===== config.mk =====
export PLATFORM = sky130hd
export DESIGN_NAME = terrain_patch_stitch_vertex_gen_unit
export DESIGN_NICKNAME = d
export VERILOG_FILES = /design/src/tpsv_pkg.sv /design/src/tpsv_front.sv /design/src/tpsv_queue.sv /design/src/tpsv_back.sv /design/src/terrain_patch_stitch_vertex_gen_unit.sv
export SDC_FILE = /design/constraint.sdc
export NUM_CORES = 1
export LEC_CHECK = 0
export ABC_AREA = 1
export BUFFER_PORTS_ARGS = -buffer_cell sky130_fd_sc_hd__buf_2
export CORE_AREA = 8 8 181 114
export DETAILED_ROUTE_END_ITERATION = 16
export DIE_AREA = 0 0 189 122
export PLACE_DENSITY = 0.69
export SYNTH_ARGS = -nofsm -noshare
export SYNTH_HDL_FRONTEND = slang
export SYNTH_SLANG_ARGS = --single-unit
export TNS_END_PERCENT = 1

===== constraint.sdc =====
create_clock -name i_clk -period 5.2 [get_ports i_clk]
set_input_delay 0.78 -clock i_clk [delete_from_list [all_inputs] [get_ports i_clk]]
set_output_delay 0.78 -clock i_clk [all_outputs]
set_load 0.02 [all_outputs]

===== src/tpsv_pkg.sv =====
package tpsv_pkg;

    // patch kinds; a chosen layout uses the same codes
    typedef logic [3:0] t_kind;

    localparam t_kind KIND_BASE         = 4'd0;
    localparam t_kind KIND_LEFT         = 4'd1;
    localparam t_kind KIND_RIGHT        = 4'd2;
    localparam t_kind KIND_TOP          = 4'd3;
    localparam t_kind KIND_BOTTOM       = 4'd4;
    localparam t_kind KIND_LEFT_TOP     = 4'd5;
    localparam t_kind KIND_LEFT_BOTTOM  = 4'd6;
    localparam t_kind KIND_RIGHT_TOP    = 4'd7;
    localparam t_kind KIND_RIGHT_BOTTOM = 4'd8;

    // register index taken from the address word
    localparam logic REG_GRID_SIZE = 1'b0;

    localparam int GRID_W     = 9;
    localparam int PADDR_W    = 3;
    localparam int QUEUE_DEPTH = 4;
    localparam int QPTR_W     = 2;

    // last vertex index of each cell shape
    localparam logic [3:0] LAST_QUAD   = 4'd5;
    localparam logic [3:0] LAST_EDGE   = 4'd8;
    localparam logic [3:0] LAST_CORNER = 4'd11;

    // triangle lists, corner point per vertex, index 0 at the right
    localparam logic [11:0][2:0] TRI_QUAD = {
        3'd0, 3'd0, 3'd0, 3'd0, 3'd0, 3'd0,
        3'd3, 3'd2, 3'd0, 3'd2, 3'd1, 3'd0
    };
    localparam logic [11:0][2:0] TRI_EDGE = {
        3'd0, 3'd0, 3'd0, 3'd2, 3'd4, 3'd3,
        3'd3, 3'd1, 3'd2, 3'd2, 3'd1, 3'd0
    };
    localparam logic [11:0][2:0] TRI_CORNER = {
        3'd5, 3'd2, 3'd0, 3'd2, 3'd4, 3'd1,
        3'd1, 3'd3, 3'd0, 3'd2, 3'd1, 3'd0
    };

    typedef struct packed {
        logic [7:0] cell_col;
        logic [7:0] cell_row;
        logic [3:0] patch_kind;
    } t_cell_in;

    typedef struct packed {
        logic [9:0] vert_x;
        logic [9:0] vert_z;
        logic       last_vertex;
    } t_vert_out;

    typedef struct packed {
        logic [7:0] col;
        logic [7:0] row;
        t_kind      layout;
    } t_job;

    // front to queue
    typedef struct packed {
        logic push;
        t_job job;
    } t_q_push;

    // queue head to back
    typedef struct packed {
        logic valid;
        t_job job;
    } t_q_head;

    // corner point offsets of a layout: point p at [4p+3:4p], {dx, dz}
    function automatic logic [23:0] layout_points(t_kind layout);
        logic [23:0] pts;
        unique case (layout)
            KIND_BASE:         pts = 24'h008A20;
            KIND_LEFT:         pts = 24'h0081A2;
            KIND_RIGHT:        pts = 24'h0A2908;
            KIND_TOP:          pts = 24'h02068A;
            KIND_BOTTOM:       pts = 24'h08A420;
            KIND_LEFT_TOP:     pts = 24'hA20618;
            KIND_LEFT_BOTTOM:  pts = 24'h20814A;
            KIND_RIGHT_TOP:    pts = 24'h8A2960;
            KIND_RIGHT_BOTTOM: pts = 24'h08A492;
            default:           pts = 24'h008A20;
        endcase
        return pts;
    endfunction

endpackage


===== src/tpsv_front.sv =====
module tpsv_front import tpsv_pkg::*; #(
    parameter int GRID_MAX = 256
) (
    input  logic               i_clk,
    input  logic               i_rst_n,
    input  logic               psel,
    input  logic               penable,
    input  logic               pwrite,
    input  logic [PADDR_W-1:0] paddr,
    input  logic [31:0]        pwdata,
    output logic [31:0]        prdata,
    input  logic               i_in_valid,
    output logic               o_in_ready,
    input  t_cell_in           i_in_data,
    input  logic               i_q_ready,
    output t_q_push            o_q_push
);

    logic [GRID_W-1:0] r_grid_size;
    logic [GRID_W-1:0] n_grid_size;
    logic [GRID_W-1:0] wr_val;
    logic              on_left;
    logic              on_right;
    logic              on_top;
    logic              on_bottom;
    logic              vside;
    logic              hside;
    t_kind             vkind;
    t_kind             hkind;
    t_kind             layout;

    // register write from the low GRID_W bits of pwdata, clamped into 1..GRID_MAX
    always_comb begin
        wr_val      = pwdata[GRID_W-1:0];
        n_grid_size = r_grid_size;
        if (psel && penable && pwrite && (paddr[2] == REG_GRID_SIZE)) begin
            if (wr_val == '0) begin
                n_grid_size = GRID_W'(1);
            end else if (32'(wr_val) > 32'(GRID_MAX)) begin
                n_grid_size = GRID_W'(GRID_MAX);
            end else begin
                n_grid_size = wr_val;
            end
        end
    end

    always_ff @(posedge i_clk) begin
        if (!i_rst_n) begin
            r_grid_size <= GRID_W'(1);
        end else begin
            r_grid_size <= n_grid_size;
        end
    end

    assign prdata = (paddr[2] == REG_GRID_SIZE) ? {{(32-GRID_W){1'b0}}, r_grid_size} : '0;

    // border tests
    assign on_left   = (i_in_data.cell_col == 8'd0);
    assign on_bottom = (i_in_data.cell_row == 8'd0);
    assign on_right  = (({1'b0, i_in_data.cell_col} + 9'd1) == r_grid_size);
    assign on_top    = (({1'b0, i_in_data.cell_row} + 9'd1) == r_grid_size);

    // layout from patch kind and borders; corner kinds pick the vertical and horizontal sides they touch
    always_comb begin
        vside = 1'b0;
        hside = 1'b0;
        vkind = KIND_BASE;
        hkind = KIND_BASE;
        layout = KIND_BASE;
        unique case (i_in_data.patch_kind)
            KIND_LEFT:   layout = on_left   ? KIND_LEFT   : KIND_BASE;
            KIND_RIGHT:  layout = on_right  ? KIND_RIGHT  : KIND_BASE;
            KIND_TOP:    layout = on_top    ? KIND_TOP    : KIND_BASE;
            KIND_BOTTOM: layout = on_bottom ? KIND_BOTTOM : KIND_BASE;
            KIND_LEFT_TOP, KIND_LEFT_BOTTOM, KIND_RIGHT_TOP, KIND_RIGHT_BOTTOM: begin
                if ((i_in_data.patch_kind == KIND_LEFT_TOP) ||
                    (i_in_data.patch_kind == KIND_LEFT_BOTTOM)) begin
                    vside = on_left;
                    vkind = KIND_LEFT;
                end else begin
                    vside = on_right;
                    vkind = KIND_RIGHT;
                end
                if ((i_in_data.patch_kind == KIND_LEFT_TOP) ||
                    (i_in_data.patch_kind == KIND_RIGHT_TOP)) begin
                    hside = on_top;
                    hkind = KIND_TOP;
                end else begin
                    hside = on_bottom;
                    hkind = KIND_BOTTOM;
                end
                priority if (vside && hside) begin
                    layout = i_in_data.patch_kind;
                end else if (vside) begin
                    layout = vkind;
                end else if (hside) begin
                    layout = hkind;
                end else begin
                    layout = KIND_BASE;
                end
            end
            default: layout = KIND_BASE;
        endcase
    end

    assign o_in_ready          = i_q_ready;
    assign o_q_push.push       = i_in_valid && i_q_ready;
    assign o_q_push.job.col    = i_in_data.cell_col;
    assign o_q_push.job.row    = i_in_data.cell_row;
    assign o_q_push.job.layout = layout;

endmodule


===== src/tpsv_queue.sv =====
module tpsv_queue import tpsv_pkg::*; (
    input  logic    i_clk,
    input  logic    i_rst_n,
    input  t_q_push i_push,
    output logic    o_ready,
    input  logic    i_pop,
    output t_q_head o_head
);

    t_job              r_mem [QUEUE_DEPTH];
    logic [QPTR_W-1:0] r_wr_ptr;
    logic [QPTR_W-1:0] r_rd_ptr;
    logic [QPTR_W:0]   r_count;
    logic              do_pop;

    assign o_ready      = (r_count != (QPTR_W+1)'(QUEUE_DEPTH));
    assign o_head.valid = (r_count != '0);
    assign o_head.job   = r_mem[r_rd_ptr];
    assign do_pop       = i_pop && o_head.valid;

    always_ff @(posedge i_clk) begin
        if (i_push.push) begin
            r_mem[r_wr_ptr] <= i_push.job;
        end
    end

    always_ff @(posedge i_clk) begin
        if (!i_rst_n) begin
            r_wr_ptr <= '0;
            r_rd_ptr <= '0;
            r_count  <= '0;
        end else begin
            if (i_push.push) begin
                r_wr_ptr <= r_wr_ptr + 1'b1;
            end
            if (do_pop) begin
                r_rd_ptr <= r_rd_ptr + 1'b1;
            end
            if (i_push.push && !do_pop) begin
                r_count <= r_count + 1'b1;
            end else if (do_pop && !i_push.push) begin
                r_count <= r_count - 1'b1;
            end
        end
    end

    a_no_push_full: assert property (@(posedge i_clk) disable iff (!i_rst_n)
        i_push.push |-> o_ready)
        else $error("push into full queue");

    a_count_bound: assert property (@(posedge i_clk) disable iff (!i_rst_n)
        r_count <= (QPTR_W+1)'(QUEUE_DEPTH))
        else $error("queue count overflow");

endmodule


===== src/tpsv_back.sv =====
module tpsv_back import tpsv_pkg::*; (
    input  logic      i_clk,
    input  logic      i_rst_n,
    input  t_q_head   i_head,
    output logic      o_pop,
    output logic      o_out_valid,
    input  logic      i_out_ready,
    output t_vert_out o_out_data
);

    logic [3:0]  r_k;
    logic        r_out_valid;
    t_vert_out   r_out;
    logic [3:0]  last_idx;
    logic [2:0]  pt;
    logic [23:0] pts;
    logic [3:0]  off;
    logic        emit;
    logic        is_last;
    t_vert_out   vert;

    // shape of the cell and its triangle list
    always_comb begin
        if (i_head.job.layout == KIND_BASE) begin
            last_idx = LAST_QUAD;
            pt       = TRI_QUAD[r_k];
        end else if (i_head.job.layout <= KIND_BOTTOM) begin
            last_idx = LAST_EDGE;
            pt       = TRI_EDGE[r_k];
        end else begin
            last_idx = LAST_CORNER;
            pt       = TRI_CORNER[r_k];
        end
    end

    assign pts     = layout_points(i_head.job.layout);
    assign off     = pts[{pt, 2'b00} +: 4];
    assign is_last = (r_k == last_idx);
    assign emit    = i_head.valid && (!r_out_valid || i_out_ready);
    assign o_pop   = emit && is_last;

    assign vert.vert_x      = {1'b0, i_head.job.col, 1'b0} + {8'd0, off[3:2]};
    assign vert.vert_z      = {1'b0, i_head.job.row, 1'b0} + {8'd0, off[1:0]};
    assign vert.last_vertex = is_last;

    always_ff @(posedge i_clk) begin
        if (emit) begin
            r_out <= vert;
        end
    end

    always_ff @(posedge i_clk) begin
        if (!i_rst_n) begin
            r_k         <= '0;
            r_out_valid <= 1'b0;
        end else begin
            if (emit) begin
                r_k         <= is_last ? 4'd0 : r_k + 4'd1;
                r_out_valid <= 1'b1;
            end else if (i_out_ready) begin
                r_out_valid <= 1'b0;
            end
        end
    end

    assign o_out_valid = r_out_valid;
    assign o_out_data  = r_out;

    a_k_bound: assert property (@(posedge i_clk) disable iff (!i_rst_n)
        i_head.valid |-> (r_k <= last_idx))
        else $error("vertex counter past end of cell");

    a_k_restart: assert property (@(posedge i_clk) disable iff (!i_rst_n)
        (emit && is_last) |=> (r_k == 4'd0))
        else $error("counter did not restart after last vertex");

    a_k_step: assert property (@(posedge i_clk) disable iff (!i_rst_n)
        (emit && !is_last) |=> (r_k == $past(r_k) + 4'd1))
        else $error("counter skipped a vertex");

endmodule


===== src/terrain_patch_stitch_vertex_gen_unit.sv =====
// channel   dir  handshake                  payload
// ------    ---  ---------                  -------
// in        in   i_in_valid / o_in_ready    i_in_data  (t_cell_in: cell_col, cell_row, patch_kind)
// out       out  o_out_valid / i_out_ready  o_out_data (t_vert_out: vert_x, vert_z, last_vertex)
// apb cfg   in   psel, penable, pwrite      paddr, pwdata, prdata; pready tied high
//
// one word per cell in, 6, 9 or 12 vertex words out, one per cycle from the back sequencer unless out stalls
// cells follow each other with no gap while the next one is queued and out does not stall
// front classifies in the accept cycle, a four-entry queue decouples it from the back
// synchronous active-low reset clears grid_size to 1, the queue and the output valid flag
// out stalls hold the output register; input stalls only when the queue is full
module terrain_patch_stitch_vertex_gen_unit import tpsv_pkg::*; #(
    parameter int GRID_MAX = 256
) (
    input  logic               i_clk,
    input  logic               i_rst_n,
    // config port
    input  logic               psel,
    input  logic               penable,
    input  logic               pwrite,
    input  logic [PADDR_W-1:0] paddr,
    input  logic [31:0]        pwdata,
    output logic [31:0]        prdata,
    output logic               pready,
    // cell words
    input  logic               i_in_valid,
    output logic               o_in_ready,
    input  t_cell_in           i_in_data,
    // vertex words
    output logic               o_out_valid,
    input  logic               i_out_ready,
    output t_vert_out          o_out_data
);

    t_q_push q_push;
    t_q_head q_head;
    logic    q_ready;
    logic    q_pop;

    assign pready = 1'b1;

    // classify each cell against the borders and pick its layout
    tpsv_front #(
        .GRID_MAX (GRID_MAX)
    ) u_front (
        .i_clk      (i_clk),
        .i_rst_n    (i_rst_n),
        .psel       (psel),
        .penable    (penable),
        .pwrite     (pwrite),
        .paddr      (paddr),
        .pwdata     (pwdata),
        .prdata     (prdata),
        .i_in_valid (i_in_valid),
        .o_in_ready (o_in_ready),
        .i_in_data  (i_in_data),
        .i_q_ready  (q_ready),
        .o_q_push   (q_push)
    );

    // short job queue between classification and emission
    tpsv_queue u_queue (
        .i_clk   (i_clk),
        .i_rst_n (i_rst_n),
        .i_push  (q_push),
        .o_ready (q_ready),
        .i_pop   (q_pop),
        .o_head  (q_head)
    );

    // walk the triangle list, one vertex word per cycle unless the output stalls or the queue is empty
    tpsv_back u_back (
        .i_clk       (i_clk),
        .i_rst_n     (i_rst_n),
        .i_head      (q_head),
        .o_pop       (q_pop),
        .o_out_valid (o_out_valid),
        .i_out_ready (i_out_ready),
        .o_out_data  (o_out_data)
    );

endmodule

; ---- Word-level counts from Yosys, hierarchy flattened
; Memories as Yosys holds them, arrays and structs flattened. A register that Yosys moved wholly into a read port is not among the register bits.
; Index checks and enable logic that the tools add are counted.
[word_totals]
rom_bits = 400
input_bits = 62
register_bits = 42
n_memories = 5
word_cells = 103
out_inout_bits = 56
ram_bits = 80
[op_classes]
n_reduce_logical = 24
shifts = 1
n_eq_ne = 12
n_mux = 39
n_lt_le_gt_ge = 3
bitwise_logic = 1
n_addsub = 9
[memory_table]
columns = name, words, width, read_ports, rd_clocked_by_memory_dff, write_ports, line_no
row1 = (name not given), 16, 16, 1, 0, 0, tpsv_pkg.sv:76  ; unique case (layout)
row2 = u_queue.r_mem, 4, 20, 1, 1, 1, tpsv_queue.sv:10  ; t_job r_mem [QUEUE_DEPTH];
row3 = (name not given), 16, 3, 1, 1, 0, tpsv_back.sv:29  ; pt = TRI_EDGE[r_k];
row4 = (name not given), 16, 3, 1, 1, 0, tpsv_back.sv:32  ; pt = TRI_CORNER[r_k];
row5 = (name not given), 16, 3, 1, 1, 0, tpsv_back.sv:26  ; pt = TRI_QUAD[r_k];
[ops]
columns = cell, count
row1 = 4-bit two-way mux, 10
row2 = 3-bit two-way mux, 10
row3 = 9-bit two-way mux, 3
row4 = 24-bit by 6-bit variable part select with 4-bit output, 1
row5 = 9-bit by 2-bit adder with 10-bit output, 2
row6 = 4-bit one-hot mux with 5 select lines, 1
row7 = "8-bit by 1-bit adder with 9-bit output, second input constant", 2
row8 = 9-bit equality test, 2
row9 = "4-bit by 3-bit equality test with 1-bit output, second input constant", 4
row10 = 8-bit logical NOT, 2
row11 = 2-bit two-way mux, 6
row12 = 1-bit logical AND, 10
row13 = "9-bit greater-than comparator, second input constant", 1
row14 = 9-bit logical NOT, 1
row15 = 1-bit two-way mux, 9
row16 = "4-bit by 2-bit equality test with 1-bit output, second input constant", 2
row17 = "4-bit by 5-bit < comparator with 1-bit output, second input constant", 1
row18 = "2-bit by 1-bit adder with 2-bit output, second input constant", 2
row19 = "4-bit by 1-bit adder with 4-bit output, second input constant", 1
row20 = "4-bit by 1-bit equality test with 1-bit output, second input constant", 1
row21 = 4-bit equality test, 1
row22 = "4-bit equality test, second input constant", 1
row23 = "4-bit by 3-bit less-or-equal comparator with 1-bit output, second input constant", 1
row24 = 4-bit logical NOT, 1
row25 = 9 further kinds, 14

; ---- Depth between registers and ports, before layout
[depth]
word_depth = 9
ltp_mapped = 24
ltp_nobuf = 23

; ---- Modules after synthesis
; From an unflattened synthesis, not the netlist that was laid out.
[unflattened]
cells_unflattened = 809
hier_area_um2 = 7133.1
[by_module_without_submodules]
columns = module, instances, seq_area_each_um2, cells_per_inst, area_per_inst_um2
row1 = tpsv_queue, 1, 2582.5, 257, 3409.5
row2 = tpsv_back, 1, 890.9, 241, 2015.7
row3 = tpsv_front, 1, 180.2, 309, 1696.6
row4 = terrain_patch_stitch_vertex_gen_unit, 1, 0.0, 2, 11.3

; ---- Worst setup path before layout
; OpenSTA, ideal clock, no wires.
[synth_path]
path_type = register to register
startpoint = register (tool-made name)
endpoint = register u_back.r_out, in the netlist u_back.o_out_data[18] (data pin)
required_ps = 4939
setup_time_ps = 261
setup_slack_ps = 2145
period_less_slack_ps = 3055
t_arrival_ps = 2795
path_buffers = 1
stages_incl_launch_ff = 21
path_cell_list = dfxtp_1 -> inv_2 -> buf_4 -> a21oi_1 -> o21ai_0 -> nand2_1 -> inv_1 -> ha_1 -> inv_1 -> nand3_1 -> nand2_2 -> nand2_1 -> a31oi_2 -> inv_1 -> nand3_1 -> nand3_1 -> o21ai_1 -> ha_1 -> ha_1 -> nand4_1 -> xor2_1
[synth_lines]
columns = item, line_no
row1 = "end signal, assigned", tpsv_back.sv:48  ; r_out <= vert;
row2 = "end, declared", tpsv_back.sv:13  ; t_vert_out r_out;

==> results_dict.tcl <==
set metrics [dict create \
    start_util 0.394 \
    fillCellCount 1717 \
    max_cap_viol_count 0 \
    drt_iter0_drc 457 \
    h-tree-depth 4 \
    post_dp_cell_area_um2 7550 \
    grt_pass1_wl_um 26900 \
    cp_max_fo 13 \
    p_leak_nw 3.53 \
    max_slew_margin 0.568 \
    min-delay-start "u_queue.r_rd_ptr[1]" \
    path_delay_family "simple AND/OR/NAND/NOR gates" \
    setup_viol 0 \
    gp_congestion 0.894 \
    crit_arrival_ns 4.36 \
    dieArea_um2 23100 \
    rsz0062_at_grt "false" \
    dp.final_hpwl_um 12100 \
    critPathMaxStageDelay_ns 0.62 \
    peakVddDrop_mv 0.248 \
    crit_chain "inv_1 -> a21oi_1 -> o21ai_0 -> nand2_1 -> inv_1 -> ha_1 -> inv_1 -> nand3_1 -> nand2_2 -> nor2_1 -> nor3_1 -> o211ai_1 -> o21ai_1 -> ha_1 -> ha_1 -> nand4_1 -> xor2_1" \
    tightest_slew_ns 0.646 \
    timing.rr.end "u_back.o_out_data[18]" \
    post_cts_buffers 0 \
    synth_edf_count 101 \
    seq_area_um2 3650 \
    reg2reg_slack_ns 1.02 \
    crit_path_top_delay_cell "dfxtp_1" \
    ctsRootBufferMaster "clkbuf_16" \
    die_w_um 189 \
    cts_buffers 17 \
    multi_input_area_um2 2810 \
    crit_type "flop to flop" \
    p_total_mw 3.07 \
    insertedDiodeCount 0 \
    fin_area_um2 8080 \
    vias 5517 \
    switching_share 0.317 \
    core-area_um2 17800 \
    area_growth_pct 15.0 \
    power_density_nw_per_um2 380 \
    async_reset_ff_frac 0 \
    grt_pass1_vias 5267 \
    wire_per_inst_um 14.7 \
    wl_um 16600 \
    fin_nets 957 \
    p_comb_frac 0.217 \
    worstSkewPairLatency_ns 0.42 \
    stdcell_count 1124 \
    crit_buf_inv 3 \
    holdBufCountCts 0 \
    grt_max_degree 40 \
    grt.overflow.total 0 \
    antenna_left 0 \
    path_clk_slew_ns 0.06 \
    grt_antenna_before_repair 1 \
    seqPwrFrac 0.431 \
    synth_cell_type_count 42 \
    p_sw_mw 0.973 \
    fin_worst_skew_ns 0.0111 \
    critical_path_required_ns 5.37 \
    synthFlopType "edfxtp_1" \
    syn_area_um2 7020 \
    clockBufferDepth 2 \
    num_io_pins 118 \
    dp.cells 1092 \
    cts_tree "done" \
    yosysWarnings 0 \
    period_needed_ns 4.18 \
    rows 38 \
    syn_avg_cell_area_um2 8.86 \
    cts_sinks 132 \
    postLayoutCoreUtil 0.453 \
    fin_setup_tns_ns 0 \
    outcome "finished, final reports clean" \
    p_int_mw 2.10 \
    portBuffers 68 \
    viasPerCell 4.91 \
    worst_slack_ns 1.02 \
    clkPwrFrac 0.352 \
    ys_seq_area_frac 0.520 \
    gr-usage-all-layers 0.148 \
    reg2reg_depth 17 \
    slew_viol_final 0 \
    firstDrtPassIters 5 \
    crit_path_start_kind "flop" \
    hold_path.class "flop to flop" \
    drc 0 \
    cts-resized-gates 0 \
    pre_cts_ws_ns 1.04 \
    syn_inst 793 \
    worst_setup_path_end_kind "flop" \
    ys_seq_elements 132 \
    max_freq_ghz 0.239 \
    die_height_um 122 \
    fin_crit_sh 0.805 \
    final_hold_viol_count 0 \
    drive_gt1_frac 0.147 \
    timing.hold.ws_ns 0.481 \
    min_path_cells 2 \
    holdPathEnd "u_queue.r_rd_ptr[1]" \
]
==> flip-flops by register name (all words and copies together), names as in the netlist, named ones only <==
signal	cells
u_queue.r_wr_ptr	2
u_queue.r_rd_ptr	2
u_queue.r_mem	80
u_back.r_k	4
u_front.r_grid_size	9
u_back.o_out_valid	1
u_queue.r_count	3
u_back.o_out_data	21
==> cell usage after synthesis (all sizes together), types with 4 or more instances <==
| master | number | area (um^2) |
|---|---|---|
| xnor2 | 9 | 78.8 |
| nand2 | 207 | 830 |
| o22ai | 5 | 31.3 |
| nand3 | 57 | 320 |
| nor4 | 5 | 31.3 |
| nor2 | 85 | 334 |
| o21ai | 32 | 160 |
| a22oi | 4 | 30.0 |
| ha | 23 | 288 |
| nand4 | 18 | 113 |
| clkbuf | 7 | 26.3 |
| dfxtp | 31 | 621 |
| buf | 32 | 234 |
| edfxtp | 101 | 3030 |
| nor3 | 9 | 50.1 |
| xor2 | 11 | 96.3 |
| inv | 102 | 383 |
| a21oi | 30 | 150 |
| a32o | 6 | 60.1 |
==> how the worst max path moves through the flow <==
| stage | startpoint | to | slack, ns | depth (start not counted) |
|---|---|---|---|---|
| 2_1_floorplan | flop | u_back.o_out_data[18] | 2.14 | 20 |
| 3_3_place_gp | flop | u_back.o_out_data[18] | 1.14 | 17 |
| 3_5_place_dp | flop | u_back.o_out_data[18] | 1.04 | 17 |
| 4_1_cts | flop | u_back.o_out_data[18] | 1.04 | 17 |
| 5_1_grt | flop | u_back.o_out_data[19] | 0.71 | 18 |
| 6_report | flop | u_back.o_out_data[18] | 1.02 | 17 |
==> layout by cell type (no fill, tap or decap), drive strengths merged, types with 9 or more instances in the layout <==
cell / n
inv: 107
dfxtp: 31
conb: 24
nor3: 9
a21oi: 30
o21ai: 32
ha: 23
edfxtp: 101
nand4: 18
nand3: 57
xnor2: 9
nor2: 85
nand2: 207
clkbuf: 18
xor2: 11
buf: 76
==> cells by family (layout without fill, tap and decap cells) <==
kind of cell / count (synthesis) / after routing / share of synthesized area
AOI/OAI and AO/OA: 87 / 87 / 0.0741
xor gates and xnor gates: 20 / 20 / 0.0249
adders and majority gates: 24 / 24 / 0.0438
buffers and inverters: 142 / 211 / 0.0921
DFF: 132 / 132 / 0.520
other: 2 / 24 / 0.00107
and+or+nand+nor: 386 / 386 / 0.244
==> power groups by stage <==
stage / registers, mW / clock network (mW) / logic, mW
floorplan: 1.41 / 0 / 0.404
finish: 1.33 / 1.08 / 0.667
CTS: 1.33 / 1.10 / 0.669
global route: 1.34 / 1.14 / 0.754
global placement: 1.35 / 0 / 0.655
detailed placement: 1.35 / 0 / 0.666
==> final cells by class <==
type | count | share of cell area
clock buffers | 18 | 0.0531
clock inverters | 14 | 0.0129
inverters | 103 | 0.0479
multi-input cells | 541 | 0.347
flip-flops and latches | 132 | 0.452
well taps | 240 | 0.0372
repair buffers | 76 | 0.0496
==> worst min-delay path: stages, from the launching register on <==
cell and delay, ns:
dfxtp_1 0.31, inv_1 0.05, a21oi_1 0.07
==> per-layer routing <==
layer / wire, um / global-route usage / vias up / share of wire
li1: - / - / 2752 / -
met1: 8250 / 0.209 / 2566 / 0.50
met2: 6870 / 0.217 / 176 / 0.41
met3: 1240 / 0.0439 / 21 / 0.075
met4: 206 / 0.0438 / 2 / 0.012
met5: 8 / 0 / - / 0.00048
No activity file was read; power rests on OpenSTA's default activity.
